--- config.mk ---
export PLATFORM = sky130hd
export DESIGN_NAME = rrhit_region
export DESIGN_NICKNAME = d
export VERILOG_FILES = /design/src/rrhit_pkg.sv /design/src/rrhit_region.sv
export SDC_FILE = /design/constraint.sdc
export NUM_CORES = 1
export LEC_CHECK = 0
export BUFFER_PORTS_ARGS = -buffer_cell sky130_fd_sc_hd__buf_2
export CAP_MARGIN = 20
export CORE_ASPECT_RATIO = 1.1
export CORE_MARGIN = 2
export CORE_UTILIZATION = 44
export CTS_CLUSTER_DIAMETER = 120
export DETAILED_ROUTE_END_ITERATION = 6
export GPL_ROUTABILITY_DRIVEN = 1
export PLACE_DENSITY = 0.68
export SYNTH_ARGS = -nofsm -noshare
export SYNTH_HDL_FRONTEND = slang
export SYNTH_SLANG_ARGS = --single-unit
--- constraint.sdc ---
create_clock -name clk -period 3.7 [get_ports clk]
set_clock_uncertainty 0.05 [all_clocks]
set_input_delay 0.74 -clock clk [delete_from_list [all_inputs] [get_ports clk]]
set_output_delay 0.74 -clock clk [all_outputs]
set_load 0.02 [all_outputs]
--- src/rrhit_pkg.sv ---
package rrhit_pkg;

    localparam int COORD_BITS_DEF = 16;
    localparam int CFG_INDEX_BITS = 3;

    // configuration register map
    typedef enum logic [CFG_INDEX_BITS-1:0] {
        REG_ORIGIN_X     = 3'd0,
        REG_ORIGIN_Y     = 3'd1,
        REG_RECT_WIDTH   = 3'd2,
        REG_RECT_HEIGHT  = 3'd3,
        REG_RADII_TL     = 3'd4,
        REG_RADII_TR     = 3'd5,
        REG_RADII_BR     = 3'd6,
        REG_RADII_BL     = 3'd7
    } cfg_reg_t;

    // per-beat control travelling down the pipe
    typedef struct packed {
        logic valid;
        logic need_ell;
        logic fixed_res;
    } ctl_t;

endpackage

--- src/rrhit_region.sv ---
module rrhit_region #(
    parameter int COORD_BITS = rrhit_pkg::COORD_BITS_DEF
) (
    input  logic                          clk,
    input  logic                          rst_n,
    input  logic                          in_valid,
    input  logic signed [COORD_BITS-1:0]  point_x,
    input  logic signed [COORD_BITS-1:0]  point_y,
    input  logic signed [COORD_BITS-1:0]  origin_x,
    input  logic signed [COORD_BITS-1:0]  origin_y,
    input  logic [COORD_BITS-2:0]         rect_width,
    input  logic [COORD_BITS-2:0]         rect_height,
    input  logic [2*COORD_BITS-3:0]       radii_top_left,
    input  logic [2*COORD_BITS-3:0]       radii_top_right,
    input  logic [2*COORD_BITS-3:0]       radii_bottom_right,
    input  logic [2*COORD_BITS-3:0]       radii_bottom_left,
    output rrhit_pkg::ctl_t               ctl,
    output logic [COORD_BITS-2:0]         rx,
    output logic [COORD_BITS-2:0]         ry,
    output logic [COORD_BITS-2:0]         lx,
    output logic [COORD_BITS-2:0]         ly
);

    localparam int S       = COORD_BITS - 1;
    localparam int W       = COORD_BITS + 3;
    localparam int EXT     = W - COORD_BITS;
    localparam int NCORNER = 4;
    localparam logic [1:0] CORNER_TL = 2'd0;
    localparam logic [1:0] CORNER_TR = 2'd1;
    localparam logic [1:0] CORNER_BR = 2'd2;
    localparam logic [1:0] CORNER_BL = 2'd3;

    logic [2*S-1:0]       radii [NCORNER];
    logic signed [W-1:0]  px_e, py_e, left_e, top_e, wid_e, hgt_e;
    logic signed [W-1:0]  dx_left, dx_right, dy_top, dy_bot;
    logic signed [W-1:0]  rx_e [NCORNER];
    logic signed [W-1:0]  ry_e [NCORNER];
    logic                 in_bounds;

    logic                 valid_s1_reg, valid_s1_next;
    logic                 in_bounds_s1_reg, in_bounds_s1_next;
    logic signed [W-1:0]  lx_s1_reg [NCORNER];
    logic signed [W-1:0]  lx_s1_next [NCORNER];
    logic signed [W-1:0]  ly_s1_reg [NCORNER];
    logic signed [W-1:0]  ly_s1_next [NCORNER];

    logic [NCORNER-1:0]   hit;
    logic [1:0]           sel;
    logic                 any_hit;

    rrhit_pkg::ctl_t      ctl_reg, ctl_next;
    logic [S-1:0]         rx_reg, rx_next, ry_reg, ry_next;
    logic [S-1:0]         lx_reg, lx_next, ly_reg, ly_next;

    assign radii[CORNER_TL] = radii_top_left;
    assign radii[CORNER_TR] = radii_top_right;
    assign radii[CORNER_BR] = radii_bottom_right;
    assign radii[CORNER_BL] = radii_bottom_left;

    // stage 1: offsets from the edges and candidate corner offsets
    assign px_e   = {{EXT{point_x[COORD_BITS-1]}}, point_x};
    assign py_e   = {{EXT{point_y[COORD_BITS-1]}}, point_y};
    assign left_e = {{EXT{origin_x[COORD_BITS-1]}}, origin_x};
    assign top_e  = {{EXT{origin_y[COORD_BITS-1]}}, origin_y};
    assign wid_e  = {{(W-S){1'b0}}, rect_width};
    assign hgt_e  = {{(W-S){1'b0}}, rect_height};

    assign dx_left  = px_e - left_e;
    assign dx_right = dx_left - wid_e;
    assign dy_top   = py_e - top_e;
    assign dy_bot   = dy_top - hgt_e;

    assign in_bounds = !dx_left[W-1] && dx_right[W-1] && !dy_top[W-1] && dy_bot[W-1];

    always_comb
    begin
        for (int c = 0; c < NCORNER; c++)
        begin
            rx_e[c] = {{(W-S){1'b0}}, radii[c][S-1:0]};
            ry_e[c] = {{(W-S){1'b0}}, radii[c][2*S-1:S]};
        end
    end

    always_comb
    begin
        valid_s1_next     = in_valid;
        in_bounds_s1_next = in_bounds;
        lx_s1_next[CORNER_TL] = rx_e[CORNER_TL] - dx_left;
        ly_s1_next[CORNER_TL] = ry_e[CORNER_TL] - dy_top;
        lx_s1_next[CORNER_TR] = dx_right + rx_e[CORNER_TR];
        ly_s1_next[CORNER_TR] = ry_e[CORNER_TR] - dy_top;
        lx_s1_next[CORNER_BR] = dx_right + rx_e[CORNER_BR];
        ly_s1_next[CORNER_BR] = dy_bot + ry_e[CORNER_BR];
        lx_s1_next[CORNER_BL] = rx_e[CORNER_BL] - dx_left;
        ly_s1_next[CORNER_BL] = dy_bot + ry_e[CORNER_BL];
    end

    always_ff @(posedge clk or negedge rst_n)
    begin
        if (!rst_n)
        begin
            valid_s1_reg <= 1'b0;
        end
        else
        begin
            valid_s1_reg <= valid_s1_next;
        end
    end

    always_ff @(posedge clk)
    begin
        in_bounds_s1_reg <= in_bounds_s1_next;
        for (int c = 0; c < NCORNER; c++)
        begin
            lx_s1_reg[c] <= lx_s1_next[c];
            ly_s1_reg[c] <= ly_s1_next[c];
        end
    end

    // stage 2: corner hit and priority select
    always_comb
    begin
        for (int c = 0; c < NCORNER; c++)
        begin
            hit[c] = !lx_s1_reg[c][W-1] && (lx_s1_reg[c] != '0)
                  && !ly_s1_reg[c][W-1] && (ly_s1_reg[c] != '0);
        end
    end

    always_comb
    begin
        sel     = CORNER_TL;
        any_hit = 1'b1;
        priority if (hit[CORNER_TL])
        begin
            sel = CORNER_TL;
        end
        else if (hit[CORNER_TR])
        begin
            sel = CORNER_TR;
        end
        else if (hit[CORNER_BR])
        begin
            sel = CORNER_BR;
        end
        else if (hit[CORNER_BL])
        begin
            sel = CORNER_BL;
        end
        else
        begin
            any_hit = 1'b0;
        end
    end

    always_comb
    begin
        ctl_next.valid     = valid_s1_reg;
        ctl_next.need_ell  = in_bounds_s1_reg && any_hit;
        ctl_next.fixed_res = in_bounds_s1_reg && !any_hit;
        lx_next = lx_s1_reg[sel][S-1:0];
        ly_next = ly_s1_reg[sel][S-1:0];
        rx_next = radii[sel][S-1:0];
        ry_next = radii[sel][2*S-1:S];
    end

    always_ff @(posedge clk or negedge rst_n)
    begin
        if (!rst_n)
        begin
            ctl_reg <= '0;
        end
        else
        begin
            ctl_reg <= ctl_next;
        end
    end

    always_ff @(posedge clk)
    begin
        rx_reg <= rx_next;
        ry_reg <= ry_next;
        lx_reg <= lx_next;
        ly_reg <= ly_next;
    end

    assign ctl = ctl_reg;
    assign rx  = rx_reg;
    assign ry  = ry_reg;
    assign lx  = lx_reg;
    assign ly  = ly_reg;

    // a selected corner always has the point strictly inside its radius box
    a_corner_offsets_nonzero: assert property (@(posedge clk) disable iff (!rst_n)
        ctl_reg.valid && ctl_reg.need_ell |-> (lx_reg != '0) && (ly_reg != '0))
        else $error("corner selected with zero local offset");

endmodule

After elaboration in Yosys (flattened, before gate mapping)
Memories as Yosys holds them, arrays and structs flattened. A register that Yosys moved wholly into a read port is not among the register bits.
Cells that the tools add are included.

word-level totals
  flip-flop bits (word level) = 35
  bits in writable memories = 152
  memories kept = 2
  output and inout bits = 63

memory list
  name       depth  width  read ports  clocked after memory_dff  write ports  line                text
  lx_s1_reg  4      19     5           1                         4            rrhit_region.sv:42  logic signed [W-1:0] lx_s1_reg [NCORNER];
  ly_s1_reg  4      19     5           1                         4            rrhit_region.sv:44  logic signed [W-1:0] ly_s1_reg [NCORNER];

operators by class
  $add $sub $neg = 12
  reduce and logical (&&, ||, !) cells = 36
  bitwise logic cells = 1
  order comparisons = 1
  mux-type cells = 11

operator list
  kind                                                      number
  19-bit nonzero test                                       8
  18-bit by 16-bit adder with 19-bit output                 4
  16-bit by 17-bit subtractor with 18-bit output            4
  30-bit binary-select mux with 2-bit select                1
  30-bit 2-to-1 mux                                         2
  17-bit by 16-bit subtractor with 18-bit output            2
  16-bit by 16-bit subtractor with 17-bit output            2
  1-bit logical AND                                         17
  1-bit logical NOT                                         11
  2-bit 2-to-1 mux                                          4
  1-bit 2-to-1 mux                                          4
  3-bit greater-or-equal comparator, second input constant  1
  2-bit inverter with 3-bit output                          1

Logic depth before layout (Yosys ltp)
An unclocked memory read counts as a cell.

  depth after elaboration = 13
  mapped depth = 26

Worst setup path after synthesis
No wires, ideal clock.

  path type = in2reg
  start = input port point_y[0]
  end = memory ly_s1_reg[3][16] (netlist name)
  setup time = 0.132 ns
  buffers on the path = 0
  cell stages on the path = 23
  data required time = 3.518 ns
  slack = -1.623 ns
  arrival = 5.141 ns
  cell sequence = inv_1 > ha_1 > fa_1 > inv_1 > ha_1 > nor2b_4 > o31a_1 > o41a_1 > a21oi_1 > o21ai_0 > a21o_1 > a21o_1 > a21oi_1 > xnor2_1 > ha_1 > a21oi_1 > nor2b_1 > a41oi_1 > o21ai_0 > o41ai_2 > nor2_1 > o32ai_1 > xnor2_1

RTL lines
  element             line                text
  start: declaration  rrhit_region.sv:8   input logic signed [COORD_BITS-1:0] point_y,
  end: declaration    rrhit_region.sv:44

==> impl_metrics.xml <==
<?xml version="1.0" encoding="UTF-8"?>
<metrics>
  <group name="run_status">
    <metric name="result_of_the_run" unit="">complete, but fails checks</metric>
    <metric name="violated_checks" unit="">setup timing</metric>
  </group>
  <group name="global_route">
    <metric name="grt_remaining_overflow" unit="">0</metric>
    <metric name="grt_pass1_wl" unit="µm">82100</metric>
    <metric name="antenna_found_initial" unit="">1</metric>
    <metric name="grt.total_usage" unit="">0.285</metric>
    <metric name="grt_pass1_vias" unit="">16686</metric>
    <metric name="grt_max_degree" unit="">61</metric>
  </group>
  <group name="timing">
    <metric name="final_period_minus_worst_setup_slack" unit="ns">4.90</metric>
    <metric name="final_max_slew_viol_count" unit="">0</metric>
    <metric name="finalHoldWorstSlack" unit="ns">0.259</metric>
    <metric name="finalSetupViolCount" unit="">54</metric>
    <metric name="final_hold_viol_count" unit="">0</metric>
    <metric name="rsz_0062_raised_after_global_routing" unit="">yes</metric>
    <metric name="fin_crit_share" unit="">1.33</metric>
    <metric name="max_slew.worst_pin.slew" unit="ns">0.823</metric>
    <metric name="finalWorstSetupSlack" unit="ns">-1.20</metric>
    <metric name="timing.fmax" unit="MHz">204</metric>
    <metric name="tns" unit="ns">-31.02</metric>
    <metric name="max-slew-margin-rel" unit="">0.446</metric>
  </group>
  <group name="worst_setup_path">
    <metric name="worstSetupEndpointType" unit="">register</metric>
    <metric name="timing.reg2reg.setup_slack" unit="ns">0.26</metric>
    <metric name="reg2reg_to" unit="">rx[6]$_DFF_P_</metric>
    <metric name="critPathMaxStageDelay" unit="ns">0.40</metric>
    <metric name="cp_max_fo" unit="">4</metric>
    <metric name="worstPathArrival" unit="ns">5.33</metric>
    <metric name="timing.critical_path.slowest_stage_cell" unit="">sky130_fd_sc_hd__ha_1</metric>
    <metric name="r2r_cells" unit="">10</metric>
    <metric name="buffers_and_inverters_on_the_worst_path" unit="">7</metric>
    <metric name="worst-setup-path-type" unit="">input pin to register</metric>
    <metric name="crit_path_start_kind" unit="">input pin</metric>
    <metric name="timing.critical_path.required" unit="ns">4.13</metric>
    <metric name="reg2reg_from" unit="">ly_s1_reg[1][1]$_DFF_P_</metric>
    <metric name="critical_path.top_delay_family" unit="">compound AO/OA/AOI/OAI gates</metric>
    <metric name="worstSetupStartpoint" unit="">point_x[0]</metric>
  </group>
  <group name="worst_hold_path">
    <metric name="min-delay-path-class" unit="">input pin to register</metric>
    <metric name="hold_end" unit="">valid_s1_reg$_DFF_PN0_</metric>
    <metric name="hold_path_depth" unit="">1</metric>
    <metric name="holdCritStartpoint" unit="">in_valid</metric>
  </group>
  <group name="placement">
    <metric name="dpl.hpwl" unit="µm">41900</metric>
    <metric name="number_of_buffer_cells_added_on_primary_ports" unit="">279</metric>
    <metric name="routabilityCongestion" unit="">0.918</metric>
    <metric name="postPlaceCellArea" unit="mm²">0.0211</metric>
  </group>
  <group name="floorplanning">
    <metric name="top_level_ports" unit="">280</metric>
    <metric name="floorplan.die.height" unit="µm">199</metric>
    <metric name="dieWidth" unit="µm">182</metric>
    <metric name="rows" unit="">71</metric>
    <metric name="initial_core_util" unit="">0.447</metric>
    <metric name="fp.coreArea" unit="mm²">0.0342</metric>
    <metric name="die_area" unit="mm²">0.0362</metric>
  </group>
  <group name="cells_and_area">
    <metric name="flow.area_growth_from_synthesis" unit="%">66.0</metric>
    <metric name="postLayoutCoreUtil" unit="">0.741</metric>
    <metric name="fin_area" unit="mm²">0.0254</metric>
    <metric name="fillerInstances" unit="">2219</metric>
    <metric name="ff_latch_area" unit="mm²">0.00428</metric>
    <metric name="layout.nets" unit="">3012</metric>
    <metric name="multiInputGateArea" unit="mm²">0.0130</metric>
    <metric name="post_route_cells_drive_above_1_share" unit="">0.495</metric>
  </group>
  <group name="power_and_ir_drop">
    <metric name="clockPowerShare" unit="">0.121</metric>
    <metric name="pwr_density_cell" unit="mW/mm²">827</metric>
    <metric name="power.internal" unit="mW">12.2</metric>
    <metric name="irDropWorstVdd" unit="V">0.000571</metric>
    <metric name="netSwitchingFraction" unit="">0.416</metric>
    <metric name="power.sequential.fraction" unit="">0.195</metric>
    <metric name="power_frac_comb" unit="">0.684</metric>
    <metric name="netSwitchingPower" unit="mW">8.73</metric>
    <metric name="power.static_leakage" unit="nW">11.7</metric>
  </group>
  <group name="logic_synthesis">
    <metric name="ys_seq_elements" unit="">213</metric>
    <metric name="synth_edf_count" unit="">0</metric>
    <metric name="syn_nets" unit="">2164</metric>
    <metric name="avgSynthCellArea" unit="µm²">8.76</metric>
    <metric name="ys_dominant_reg_cell" unit="">sky130_fd_sc_hd__dfxtp_1</metric>
    <metric name="netlist-cell-type-count" unit="">85</metric>
    <metric name="synthesis.area" unit="mm²">0.0153</metric>
    <metric name="ys_seq_area_frac" unit="">0.280</metric>
    <metric name="synthesis.instances" unit="">1744</metric>
    <metric name="synthArstFlopShare" unit="">0.0188</metric>
    <metric name="yosys_warnings" unit="">0</metric>
  </group>
  <group name="job">
    <metric name="drv_cap" unit="">0</metric>
  </group>
  <group name="cts">
    <metric name="clock_slew_at_reported_path_ffs" unit="ns">0.06</metric>
    <metric name="cts_sinks" unit="">213</metric>
    <metric name="numCtsBuffers" unit="">25</metric>
    <metric name="ctsRootBufferMaster" unit="">sky130_fd_sc_hd__clkbuf_16</metric>
    <metric name="clk_path_buf_depth" unit="">3</metric>
    <metric name="htreeDepth" unit="">1</metric>
    <metric name="clkLatencyLatePin" unit="ns">0.54</metric>
    <metric name="clock_tree_from_tritoncts" unit="">done</metric>
  </group>
  <group name="detailed_routing">
    <metric name="via_count" unit="">16707</metric>
    <metric name="ant_nets" unit="">0</metric>
    <metric name="drcViolationCount" unit="">0</metric>
    <metric name="detail_route.wl_per_cell" unit="µm">19.1</metric>
    <metric name="drt_first_pass_iters" unit="">5</metric>
    <metric name="drt_wl_total" unit="µm">58100</metric>
    <metric name="first_iter_violations" unit="">819</metric>
    <metric name="post_drt_via_cell_ratio" unit="">5.48</metric>
  </group>
</metrics>
==> layout make-up <==
| class | count | area share |
|---|---|---|
| Tap cell | 438 | 0.0216 |
| Timing Repair Buffer | 855 | 0.242 |
| Clock buffer | 30 | 0.0262 |
| Antenna cell | 1 | 0.0000987 |
| Multi-Input combinational cell | 1359 | 0.513 |
| Clock inverter | 13 | 0.00651 |
| Inverter | 138 | 0.0220 |
| Sequential cell | 213 | 0.169 |
==> layout by cell type (no fill, tap or decap), drive strengths merged, types with 11 or more instances in the layout <==
master	count
clkbuf	30
a21oi	166
dfxtp	209
a21o	39
buf	854
nor4	38
xnor2	111
xor2	48
nand2b	19
a211oi	79
ha	191
nand2	53
nor2	113
or2	11
o21bai	17
o21ai	71
nand3	24
o31ai	11
nor2b	89
inv	140
mux2i	64
fa	12
nor3	44
o21a	37
==> synth_stat cells, types with 7 or more instances <==
library cell	number	area, µm²
sky130_fd_sc_hd__nor3_1	42	210
sky130_fd_sc_hd__nand3_1	24	120
sky130_fd_sc_hd__o21a_1	37	278
sky130_fd_sc_hd__o31ai_1	11	82.6
sky130_fd_sc_hd__clkbuf_1	17	63.8
sky130_fd_sc_hd__o21bai_1	17	128
sky130_fd_sc_hd__xor2_1	46	403
sky130_fd_sc_hd__or3_1	10	62.6
sky130_fd_sc_hd__nand2b_1	18	113
sky130_fd_sc_hd__fa_1	12	240
sky130_fd_sc_hd__xnor2_1	110	963
sky130_fd_sc_hd__o21ai_0	60	300
sky130_fd_sc_hd__o21ai_1	9	45.0
sky130_fd_sc_hd__buf_2	9	45.0
sky130_fd_sc_hd__or2_2	11	68.8
sky130_fd_sc_hd__nand4_1	9	56.3
sky130_fd_sc_hd__a21oi_1	163	816
sky130_fd_sc_hd__a21o_1	39	293
sky130_fd_sc_hd__ha_1	191	2390
sky130_fd_sc_hd__mux2i_1	64	641
sky130_fd_sc_hd__nor4_1	37	231
sky130_fd_sc_hd__inv_1	138	518
sky130_fd_sc_hd__a211oi_1	78	586
sky130_fd_sc_hd__and3_1	10	62.6
sky130_fd_sc_hd__nand2_1	53	199
sky130_fd_sc_hd__nor2_1	112	420
sky130_fd_sc_hd__a31oi_1	9	56.3
sky130_fd_sc_hd__a21boi_0	7	52.6
sky130_fd_sc_hd__nor2b_1	88	551
sky130_fd_sc_hd__o211ai_1	9	67.6
sky130_fd_sc_hd__dfxtp_1	209	4180
==> logic make-up (layout without fill, tap and decap cells) <==
family,Yosys count,after routing,synth area share
multiplexers,64,64,0.0419
AO/OA/AOI/OAI,496,496,0.216
buffers and inverters,172,1036,0.0459
AND/OR/NAND/NOR,437,437,0.151
flip-flops,213,213,0.280
XOR/XNOR,159,159,0.0934
adder cells (fa/ha/maj),203,203,0.172
other,0,1,0
==> worst register-to-register path, cell delays in order, from the launching register on <==
cell,delay (ns)
sky130_fd_sc_hd__dfxtp_1,0.32
sky130_fd_sc_hd__nor4_1,0.58
sky130_fd_sc_hd__nand4_1,0.36
sky130_fd_sc_hd__nor4_1,0.47
sky130_fd_sc_hd__nor4_1,0.20
sky130_fd_sc_hd__nor3_4,0.38
sky130_fd_sc_hd__buf_12,0.30
sky130_fd_sc_hd__buf_12,0.22
sky130_fd_sc_hd__nor2b_1,0.06
sky130_fd_sc_hd__a211oi_1,0.28
sky130_fd_sc_hd__a21oi_1,0.08
==> power by group through the flow <==
stage	Clock, mW	Sequential [mW]	Combinational [mW]
floorplan	0	4.36	6.31
global placement	0	4.10	11.1
detailed placement	0	4.12	11.4
CTS	2.56	4.08	12.7
global route	2.65	4.18	15.3
finish	2.53	4.08	14.3
==> worst max path at each step <==
stage	end	slack [ns]	cells past startpoint
2_1_floorplan	ly_s1_reg[3][16]$_DFF_P_	-1.60	23
3_3_place_gp	ly_s1_reg[3][16]$_DFF_P_	-1.67	24
3_5_place_dp	ly_s1_reg[3][16]$_DFF_P_	-1.73	24
4_1_cts	lx_s1_reg[1][16]$_DFF_P_	-0.91	27
5_1_grt	lx_s1_reg[1][16]$_DFF_P_	-1.36	28
6_report	lx_s1_reg[1][16]$_DFF_P_	-1.20	28
==> metrics by stage <==
stage,instances,power (mW),setup slack [ns]
2_1_floorplan,1744,10.7,-1.60
3_3_place_gp,2911,15.3,-1.67
3_5_place_dp,2911,15.5,-1.73
4_1_cts,3012,19.3,-0.907
5_1_grt,3047,22.1,-1.36
6_report,3047,21.0,-1.20
==> what timing repair did <==
item	in CTS	in global routing
endpoints found under the hold margin	4	0
buffers inserted	96	62
resized for setup	258	258
setup endpoints to repair	65	75
cloned	0	1
pin swaps	159	200
hold buffers	1	0
==> layer usage <==
metal	share of wire	vias up	global-route usage
met1	0.38	7916	0.312
li1	-	7977	-
met2	0.52	638	0.554
met4	0.052	0	0.132
met3	0.049	176	0.0270
met5	0	-	0
Power figures use the tool's default switching activity.
